## src/rtl/mqsb_pkg.sv

```systemverilog
// Shared types, operation codes and status codes for the multi-queue shared buffer.
package mqsb_pkg;

  typedef logic [1:0]         op_t;
  typedef logic [1:0]         qid_t;
  typedef logic signed [31:0] word_t;
  typedef logic [1:0]         status_t;

  // Request operations
  localparam op_t OP_PUSH = 2'd0;
  localparam op_t OP_POP  = 2'd1;
  localparam op_t OP_READ = 2'd2;

  // Result status codes
  localparam status_t ST_OK        = 2'd0;
  localparam status_t ST_OVERFLOW  = 2'd1;
  localparam status_t ST_UNDERFLOW = 2'd2;

  // Commands from the sequencer to the datapath
  typedef struct packed {
    logic    capture;        // latch the accepted request, launch pointer reads
    logic    push_a;         // take free slot, write data/tail/head, chain old tail
    logic    push_b;         // terminate the new slot's link
    logic    pop_a;          // read the head slot's link
    logic    pop_b;          // advance head, return slot to free list
    logic    res_load;       // load the working result
    status_t res_status;
    logic    res_take_data;  // result value comes from the data store
    logic    out_load;       // move working result into the output register
  } mqsb_cmd_t;

  // Status from the datapath to the sequencer
  typedef struct packed {
    op_t  op;
    logic qok;      // queue number is in range
    logic empty;    // addressed queue holds nothing
    logic no_free;  // free list is exhausted
  } mqsb_stat_t;

endpackage

```

## src/rtl/mqsb_if.sv

```systemverilog
// Request and response channel interfaces with valid/ready handshake.
interface mqsb_req_if import mqsb_pkg::*; ();
  logic  valid;
  logic  ready;
  op_t   op;
  qid_t  queue_id;
  word_t push_value;

  modport source (output valid, output op, output queue_id, output push_value, input ready);
  modport sink   (input valid, input op, input queue_id, input push_value, output ready);
endinterface

interface mqsb_rsp_if import mqsb_pkg::*; ();
  logic    valid;
  logic    ready;
  word_t   head_value;
  status_t status;

  modport source (output valid, output head_value, output status, input ready);
  modport sink   (input valid, input head_value, input status, output ready);
endinterface

```

## src/rtl/multi_queue_shared_buffer.sv

```systemverilog
// Top level: several FIFO queues sharing one slot buffer with a free list.
// Up to NUM_QUEUES FIFO queues share BUFFER_SLOTS data slots; each slot carries
// a link, and unused slots form a free stack. A request word pushes a value onto
// a queue, pops a queue's head, or reads a queue's head value, and yields exactly
// one response word with a status (ok, overflow, underflow) and the head value on
// a read. Requests are served one at a time: a push, pop or read passes lookup,
// an update or data state and result handoff, with two chained registered store
// reads (queue head pointer, then the slot's link or data); a rejected or ignored
// request skips the update. The response sits in an output register, so the next
// request is taken while a response still waits. No clearing pass follows reset.
module multi_queue_shared_buffer import mqsb_pkg::*; #(
  parameter int NUM_QUEUES   = 4,
  parameter int BUFFER_SLOTS = 16
) (
  input logic         clk,
  input logic         rst,
  mqsb_req_if.sink    req,
  mqsb_rsp_if.source  rsp
);
  mqsb_cmd_t  cmd;
  mqsb_stat_t stat;

  mqsb_ctrl u_ctrl (
    .clk       (clk),
    .rst       (rst),
    .req_valid (req.valid),
    .req_ready (req.ready),
    .rsp_valid (rsp.valid),
    .rsp_ready (rsp.ready),
    .stat      (stat),
    .cmd       (cmd)
  );

  mqsb_dp #(.NUM_QUEUES(NUM_QUEUES), .BUFFER_SLOTS(BUFFER_SLOTS)) u_dp (
    .clk        (clk),
    .rst        (rst),
    .cmd        (cmd),
    .stat       (stat),
    .op         (req.op),
    .queue_id   (req.queue_id),
    .push_value (req.push_value),
    .head_value (rsp.head_value),
    .status     (rsp.status)
  );

  // One request in flight: ready drops right after an accept
  a_one_in_flight: assert property (@(posedge clk) disable iff (rst)
    req.valid && req.ready |=> !req.ready)
    else $error("request accepted while another is in progress");

  // Only defined status codes leave the block
  a_status_code: assert property (@(posedge clk) disable iff (rst)
    rsp.valid |-> (rsp.status == ST_OK || rsp.status == ST_OVERFLOW ||
                   rsp.status == ST_UNDERFLOW))
    else $error("undefined status code on response");

  // Failed requests return a zero value
  a_fail_zero: assert property (@(posedge clk) disable iff (rst)
    rsp.valid && rsp.status != ST_OK |-> rsp.head_value == '0)
    else $error("nonzero head value on failed request");

  // A response is loaded only from the result stage, never during accept
  a_load_idle: assert property (@(posedge clk) disable iff (rst)
    cmd.out_load |-> !req.ready)
    else $error("response loaded while idle");
endmodule

```

## src/rtl/mqsb_ram.sv

```systemverilog
// Generic single-write, single-read RAM with registered read data.
module mqsb_ram #(
  parameter int WIDTH = 32,
  parameter int DEPTH = 16,
  localparam int AW = (DEPTH > 1) ? $clog2(DEPTH) : 1
) (
  input  logic                 clk,
  input  logic                 we,
  input  logic [AW-1:0]        waddr,
  input  logic [WIDTH-1:0]     wdata,
  input  logic [AW-1:0]        raddr,
  output logic [WIDTH-1:0]     rdata
);
  logic [WIDTH-1:0] mem [DEPTH];

  // Write port and registered read port
  always_ff @(posedge clk) begin
    if (we) begin
      mem[waddr] <= wdata;
    end
    rdata <= mem[raddr];
  end
endmodule

```

## src/rtl/mqsb_dp.sv

```systemverilog
// Datapath: pointer, link and data stores, free list head and result registers.
module mqsb_dp import mqsb_pkg::*; #(
  parameter int NUM_QUEUES   = 4,
  parameter int BUFFER_SLOTS = 16
) (
  input  logic       clk,
  input  logic       rst,
  input  mqsb_cmd_t  cmd,
  output mqsb_stat_t stat,
  input  op_t        op,
  input  qid_t       queue_id,
  input  word_t      push_value,
  output word_t      head_value,
  output status_t    status
);
  localparam int QW = (NUM_QUEUES > 1) ? $clog2(NUM_QUEUES) : 1;
  localparam int SW = $clog2(BUFFER_SLOTS);
  localparam int LW = $clog2(BUFFER_SLOTS + 1);
  localparam logic [LW-1:0] SLOT_NONE = LW'(BUFFER_SLOTS);

  // Latched request
  op_t           req_op;
  logic          req_qok;
  logic [QW-1:0] req_qidx;
  word_t         req_value;

  // Free list: stack head plus count of slots whose link was ever written
  logic [LW-1:0] free_head, free_head_next;
  logic [LW-1:0] fill, fill_next;
  logic [NUM_QUEUES-1:0] nonempty;
  logic [SW-1:0] slot;

  word_t   res_value;
  status_t res_status;

  // Store ports
  logic [SW-1:0] head_rdata, tail_rdata;
  logic [LW-1:0] link_rdata;
  word_t         data_rdata;
  logic          head_we, link_we;
  logic [SW-1:0] head_wdata, link_waddr, link_raddr;
  logic [LW-1:0] link_wdata;
  logic          nx_ok;
  logic          cur_empty;

  assign cur_empty = !nonempty[req_qidx];
  assign nx_ok     = link_rdata < SLOT_NONE;

  assign stat.op      = req_op;
  assign stat.qok     = req_qok;
  assign stat.empty   = cur_empty;
  assign stat.no_free = (free_head == SLOT_NONE);

  // Next free slot: never-linked slots chain to their successor
  always_comb begin
    free_head_next = free_head;
    fill_next      = fill;
    if (cmd.push_a) begin
      if (free_head == fill) begin
        free_head_next = free_head + LW'(1);
        fill_next      = fill + LW'(1);
      end else begin
        free_head_next = link_rdata;
      end
    end else if (cmd.pop_b) begin
      free_head_next = LW'(slot);
    end
  end

  // Control state of the free list and queue occupancy
  always_ff @(posedge clk) begin
    if (rst) begin
      free_head <= '0;
      fill      <= '0;
      nonempty  <= '0;
    end else begin
      free_head <= free_head_next;
      fill      <= fill_next;
      if (cmd.push_a) begin
        nonempty[req_qidx] <= 1'b1;
      end else if (cmd.pop_b && !nx_ok) begin
        nonempty[req_qidx] <= 1'b0;
      end
    end
  end

  // Request, slot and result registers
  always_ff @(posedge clk) begin
    if (cmd.capture) begin
      req_op    <= op;
      req_qok   <= 32'(queue_id) < NUM_QUEUES;
      req_qidx  <= QW'(queue_id);
      req_value <= push_value;
    end
    if (cmd.push_a) begin
      slot <= free_head[SW-1:0];
    end else if (cmd.pop_a) begin
      slot <= head_rdata;
    end
    if (cmd.res_load) begin
      res_status <= cmd.res_status;
      res_value  <= cmd.res_take_data ? data_rdata : '0;
    end
    if (cmd.out_load) begin
      head_value <= res_value;
      status     <= res_status;
    end
  end

  // Head pointer writes: first push into an empty queue, or pop advance
  assign head_we    = (cmd.push_a && cur_empty) || (cmd.pop_b && nx_ok);
  assign head_wdata = cmd.push_a ? free_head[SW-1:0] : link_rdata[SW-1:0];

  // Link writes: chain old tail, terminate new slot, or push freed slot
  assign link_we    = (cmd.push_a && !cur_empty) || cmd.push_b || cmd.pop_b;
  assign link_waddr = cmd.push_a ? tail_rdata : slot;
  assign link_wdata = cmd.push_b ? SLOT_NONE : free_head;
  assign link_raddr = cmd.pop_a ? head_rdata : free_head[SW-1:0];

  mqsb_ram #(.WIDTH(SW), .DEPTH(NUM_QUEUES)) u_head (
    .clk   (clk),
    .we    (head_we),
    .waddr (req_qidx),
    .wdata (head_wdata),
    .raddr (QW'(queue_id)),
    .rdata (head_rdata)
  );

  mqsb_ram #(.WIDTH(SW), .DEPTH(NUM_QUEUES)) u_tail (
    .clk   (clk),
    .we    (cmd.push_a),
    .waddr (req_qidx),
    .wdata (free_head[SW-1:0]),
    .raddr (QW'(queue_id)),
    .rdata (tail_rdata)
  );

  mqsb_ram #(.WIDTH(LW), .DEPTH(BUFFER_SLOTS)) u_link (
    .clk   (clk),
    .we    (link_we),
    .waddr (link_waddr),
    .wdata (link_wdata),
    .raddr (link_raddr),
    .rdata (link_rdata)
  );

  mqsb_ram #(.WIDTH(32), .DEPTH(BUFFER_SLOTS)) u_data (
    .clk   (clk),
    .we    (cmd.push_a),
    .waddr (free_head[SW-1:0]),
    .wdata (req_value),
    .raddr (head_rdata),
    .rdata (data_rdata)
  );
endmodule

```

## src/rtl/mqsb_ctrl.sv

```systemverilog
// Sequencer: steps each request through pointer lookup, update and result handoff.
module mqsb_ctrl import mqsb_pkg::*; (
  input  logic       clk,
  input  logic       rst,
  input  logic       req_valid,
  output logic       req_ready,
  output logic       rsp_valid,
  input  logic       rsp_ready,
  input  mqsb_stat_t stat,
  output mqsb_cmd_t  cmd
);
  typedef enum logic [5:0] {
    S_IDLE  = 6'b000001,
    S_LOOK  = 6'b000010,
    S_PUSH2 = 6'b000100,
    S_POP2  = 6'b001000,
    S_READ2 = 6'b010000,
    S_DONE  = 6'b100000
  } state_t;

  state_t state, state_next;
  logic   op_known;

  assign req_ready = (state == S_IDLE);
  assign op_known  = (stat.op == OP_PUSH) || (stat.op == OP_POP) || (stat.op == OP_READ);

  // Decode state into datapath commands
  always_comb begin
    cmd        = '0;
    state_next = state;
    unique case (state)
      S_IDLE: begin
        cmd.capture = req_valid;
        if (req_valid) begin
          state_next = S_LOOK;
        end
      end
      S_LOOK: begin
        priority if (!stat.qok || !op_known) begin
          cmd.res_load   = 1'b1;
          cmd.res_status = ST_OK;
          state_next     = S_DONE;
        end else if (stat.op == OP_PUSH && stat.no_free) begin
          cmd.res_load   = 1'b1;
          cmd.res_status = ST_OVERFLOW;
          state_next     = S_DONE;
        end else if (stat.op != OP_PUSH && stat.empty) begin
          cmd.res_load   = 1'b1;
          cmd.res_status = ST_UNDERFLOW;
          state_next     = S_DONE;
        end else if (stat.op == OP_PUSH) begin
          cmd.push_a = 1'b1;
          state_next = S_PUSH2;
        end else if (stat.op == OP_POP) begin
          cmd.pop_a  = 1'b1;
          state_next = S_POP2;
        end else begin
          state_next = S_READ2;
        end
      end
      S_PUSH2: begin
        cmd.push_b     = 1'b1;
        cmd.res_load   = 1'b1;
        cmd.res_status = ST_OK;
        state_next     = S_DONE;
      end
      S_POP2: begin
        cmd.pop_b      = 1'b1;
        cmd.res_load   = 1'b1;
        cmd.res_status = ST_OK;
        state_next     = S_DONE;
      end
      S_READ2: begin
        cmd.res_load      = 1'b1;
        cmd.res_status    = ST_OK;
        cmd.res_take_data = 1'b1;
        state_next        = S_DONE;
      end
      S_DONE: begin
        if (!rsp_valid || rsp_ready) begin
          cmd.out_load = 1'b1;
          state_next   = S_IDLE;
        end
      end
      default: begin
        state_next = S_IDLE;
      end
    endcase
  end

  // Advance state, hold the output word until taken
  always_ff @(posedge clk) begin
    if (rst) begin
      state     <= S_IDLE;
      rsp_valid <= 1'b0;
    end else begin
      state <= state_next;
      if (cmd.out_load) begin
        rsp_valid <= 1'b1;
      end else if (rsp_ready) begin
        rsp_valid <= 1'b0;
      end
    end
  end
endmodule

```

## src/flat_wrapper.sv

```systemverilog
// flat-port wrapper written by rule: the top's interface ports become plain ports
module multi_queue_shared_buffer_flat import mqsb_pkg::*;
#(
  parameter int NUM_QUEUES   = 4,
  parameter int BUFFER_SLOTS = 16
)
  (clk, rst, req_valid, req_op, req_queue_id, req_push_value, req_ready, rsp_valid, rsp_head_value, rsp_status, rsp_ready);
  mqsb_req_if req_i ();
  mqsb_rsp_if rsp_i ();
  input logic clk;
  input logic rst;
  input wire logic [$bits(req_i.valid)-1:0] req_valid;
  input wire logic [$bits(req_i.op)-1:0] req_op;
  input wire logic [$bits(req_i.queue_id)-1:0] req_queue_id;
  input wire logic [$bits(req_i.push_value)-1:0] req_push_value;
  output wire logic [$bits(req_i.ready)-1:0] req_ready;
  output wire logic [$bits(rsp_i.valid)-1:0] rsp_valid;
  output wire logic [$bits(rsp_i.head_value)-1:0] rsp_head_value;
  output wire logic [$bits(rsp_i.status)-1:0] rsp_status;
  input wire logic [$bits(rsp_i.ready)-1:0] rsp_ready;
  assign req_i.valid = req_valid;
  assign req_i.op = req_op;
  assign req_i.queue_id = req_queue_id;
  assign req_i.push_value = req_push_value;
  assign req_ready = req_i.ready;
  assign rsp_valid = rsp_i.valid;
  assign rsp_head_value = rsp_i.head_value;
  assign rsp_status = rsp_i.status;
  assign rsp_i.ready = rsp_ready;
  multi_queue_shared_buffer #(.NUM_QUEUES(NUM_QUEUES), .BUFFER_SLOTS(BUFFER_SLOTS)) u_core (.clk(clk), .rst(rst), .req(req_i), .rsp(rsp_i));
endmodule
```

## config.mk

```make
export PLATFORM = sky130hd
export DESIGN_NAME = multi_queue_shared_buffer_flat
export DESIGN_NICKNAME = d
export VERILOG_FILES = /design/src/rtl/mqsb_pkg.sv /design/src/rtl/mqsb_if.sv /design/src/rtl/multi_queue_shared_buffer.sv /design/src/rtl/mqsb_ram.sv /design/src/rtl/mqsb_dp.sv /design/src/rtl/mqsb_ctrl.sv /design/src/flat_wrapper.sv
export SDC_FILE = /design/constraint.sdc
export NUM_CORES = 1
export LEC_CHECK = 0
export ABC_AREA = 1
export BUFFER_PORTS_ARGS = -buffer_cell sky130_fd_sc_hd__buf_2
export CAP_MARGIN = 15
export CELL_PAD_IN_SITES_DETAIL_PLACEMENT = 1
export CELL_PAD_IN_SITES_GLOBAL_PLACEMENT = 2
export CORE_ASPECT_RATIO = 0.6
export CORE_UTILIZATION = 40
export DETAILED_ROUTE_END_ITERATION = 6
export HOLD_SLACK_MARGIN = 0.15
export PLACE_DENSITY = 0.73
export SYNTH_ARGS = -nofsm -noshare
export SYNTH_HDL_FRONTEND = slang
export SYNTH_SLANG_ARGS = --single-unit
export TNS_END_PERCENT = 1
```

## constraint.sdc

```tcl
create_clock -name clk -period 3.2 [get_ports clk]
set_clock_uncertainty 0.1 [all_clocks]
set_input_delay 0.64 -clock clk [delete_from_list [all_inputs] [get_ports clk]]
set_output_delay 0.64 -clock clk [all_outputs]
set_load 0.005 [all_outputs]
```

==> metrics <==
Die Y=approximately 220 microns; via count=around 19000; Worst Setup Start Kind=register; IO Pins=76; GR Util All Layers=0.227; final worst path period share=0.915; CTS Sinks=between 700 and 800; Worst Setup End Kind=register; initial antenna violation count=7; P_leak=12.1 nW; crit-path max FO=9; cell family contributing the most delay on the critical path=simple AND/OR/NAND/NOR gates; total CTS buffers=77; final setup margin=0.271 ns; row cnt=between 70 and 80; Hold Crit Class=input port to register; pre-CTS setup slack=about 0.37 ns; pwr dens=around 660 nW/um^2; register bit total from synthesis=798; Ys Warns=0; Final Max Slew Viols=0; largest net degree at the start of global routing=162; post-synth cell types=between 40 and 50; layout cells sized above 1=0.122; Clk Tree Root Cell=clkbuf_16; Die ar.=slightly below 80000 sq um; total wire length=between 80 and 90 mm; Worst path slowest cell=o21ai_0; DRC=0; most used cell along the critical path=nand3_1; Fmax achieved=0.341 GHz; H-tree depth=3; Worst Path Required=roughly 3.4 ns; crit path cell chain=inv_1, ha_1, nand4_1, nand3_1, o21ai_0, nand3_1, nor2_1; dpl hpwl=roughly 51 mm; final hold violation count=0; initial core utilization=0.404; GR Util met1=0.359; Ant. Diodes=0; most common cell after layout, fill and taps aside=edfxtp_1; GRT overflow=0; ys flop type=edfxtp_1; asr flop ratio synth=0; Mapped Area=30500 sq um; Post-Syn Nets=2342; met3 GRT Util=0.0419; Die Span X=between 300 and 400 microns; peak supply drop=between 0.0004 and 0.0005 V; Core ar.=~76000 sq um; status=finished clean; Slew @ Worst Pin=approximately 1 ns; GPL Wtd Cong=~0.8; crit-path max cell delay=between 0.4 and 0.5 ns; Starting DRT DRC Count=between 2000 and 2500; Crit path buffers/inverters=1; Synth Instances=between 2000 and 2500; Clock Latency Late Sink=about 0.64 ns; vias in the first global route=19400; Final setup viols=0; Worst EP arrival=3.10 ns; drt via density=between 5 and 6; Area growth, synth to finish=15.4%; most frequent cells in the layout=edfxtp_1, nor2_1, o21ai_0; Seq/Total Area, Yosys=0.763; RSZ-0062 raised after global routing=no; total negative slack=0 ns; first-pass GRT wire length=129 mm; DRT antenna net count=0; Crit Path Category=register to register; Rel. slew slack=0.338; PortBufs=75; Clock Path Buffers=3; Layout Nets=2464; busiest metal layer after global routing=met1; max cap viols=0; CTS clock-pin slew for the worst setup and hold paths=around 0.070 ns; drt wl/cell=~25 microns; Tmin final=approximately 3 ns; Post-CTS Setup Inserts=0; TritonCTS clock tree=done; met2 Use GR=0.322; EDFF count, synth=732; Syn Area/Cell=approximately 13 sq um; drt pass-1 iters=5
[sequential cells by signal, indices dropped and copies added, names as in the netlist, 4 cells and up, named ones only]
name and cells:
u_core.u_dp.u_head.mem 16, u_core.u_dp.req_value 32, u_core.u_dp.u_link.mem 80, u_core.u_dp.u_link.rdata 5, u_core.u_dp.u_data.rdata 32, u_core.u_dp.fill 5, u_core.u_ctrl.state 6, u_core.u_dp.free_head 5
u_core.u_dp.slot 4, u_core.u_dp.u_tail.rdata 4, u_core.u_dp.head_value 32, u_core.u_dp.u_tail.mem 16, u_core.u_dp.res_value 32, u_core.u_dp.u_head.rdata 4, u_core.u_dp.u_data.mem 512
[repair_timing]
item | 4_1_cts | 5_1_grt
hold endpoints to repair | 32 | 0
resized for setup | 0 | 0
setup endpoints to repair | 0 | 0
hold buffers | 32 | 0
[worst register-to-register path, cell delays in order (launching register included)]
cell and delay [ns]:
dfxtp_1 0.34, inv_1 0.10, ha_1 0.23, nand4_1 0.17, nand3_1 0.34, o21ai_0 0.48
nand3_1 0.36, nor2_1 0.44
[cell families (layout without fill, tap and decap cells)]
logic type                 after synthesis  in the layout  synth area share
AOI/OAI and AO/OA                      498            498            0.0988
xor gates and xnor gates                 7              7           0.00201
adders and majority gates                5              5           0.00205
buffers and inverters                  292            474            0.0384
DFF                                    798            798             0.763
and+or+nand+nor                        697            697            0.0954
[per-stage QoR]
stage / util / hold WS [ns] / power (W) / std cells / area (sq um)
2_1_floorplan: - / 0.300 / 0.0133 / 2297 / 30500
4_1_cts: 0.467 / 0.157 / 0.0234 / 3479 / 35200
3_5_place_dp: 0.429 / 0.306 / 0.0141 / 3308 / 32400
5_1_grt: 0.467 / 0.173 / 0.0239 / 3479 / 35200
6_report: 0.467 / 0.207 / 0.0232 / 3479 / 35200
3_3_place_gp: 0.429 / 0.303 / 0.0140 / 3308 / 32400
[final timing paths]
kind                            depth (start not counted)                               startpoint  slack (ns)                                     end
worst min-delay path                                    1                        req_push_value[3]        0.21      u_core.u_dp.req_value[3]$_DFFE_PP_
worst max register to register                          7    u_core.u_dp.free_head[0]$_SDFFE_PP0P_        0.27  u_core.u_dp.u_link.mem[4][0]$_DFFE_PP_
worst min register to register                          0  u_core.u_dp.res_value[21]$_SDFFCE_PP0P_        0.32    u_core.u_dp.head_value[21]$_DFFE_PP_
worst max-delay path                                    7    u_core.u_dp.free_head[0]$_SDFFE_PP0P_        0.27  u_core.u_dp.u_link.mem[4][0]$_DFFE_PP_
[layer usage]
layer	up-vias	routed length, microns	share of wire
li1	8616	-	-
met1	9988	43400	0.49
met2	623	37000	0.42
met3	121	6030	0.068
met4	0	1490	0.017
met5	-	0	0
[cell usage after synthesis (3+ instances only)]
cell type / number / share of area
o21ai_0: 289 / 0.047
inv_1: 155 / 0.019
nand3_1: 119 / 0.020
o211ai_1: 42 / 0.010
nor2_1: 373 / 0.046
nand3b_1: 15 / 0.0037
nand2_1: 168 / 0.021
xnor2_1: 3 / 0.00086
nand4_1: 3 / 0.00061
clkbuf_1: 99 / 0.012
dfxtp_1: 66 / 0.043
o221ai_1: 87 / 0.025
o21ai_2: 4 / 0.0011
o21ai_1: 6 / 0.00098
o22ai_1: 50 / 0.010
inv_2: 4 / 0.00049
buf_4: 3 / 0.00074
edfxtp_1: 732 / 0.72
xor2_1: 4 / 0.0011
nand2_2: 4 / 0.00082
buf_2: 21 / 0.0034
buf_6: 5 / 0.0018
a21oi_1: 14 / 0.0023
ha_1: 5 / 0.0020
[area by class of cell]
| type | instances | area [sq um] |
|---|---|---|
| fill | 7702 | 40300 |
| sequential | 798 | 23300 |
| multi-input combinational | 1207 | 6190 |
| clock buffer | 107 | 2190 |
| timing repair buffer | 174 | 1350 |
| tap | 1000 | 1250 |
| inverter | 161 | 611 |
| clock inverter | 32 | 333 |
[power by group]
part           switching (W)  leakage, nW  total, W  internal, W
logic               0.000997         3.78   0.00138     0.000381
clock network        0.00392         1.24   0.00927      0.00535
registers           0.000503         7.03    0.0126       0.0121
No activity file was read; power rests on OpenSTA's default activity.
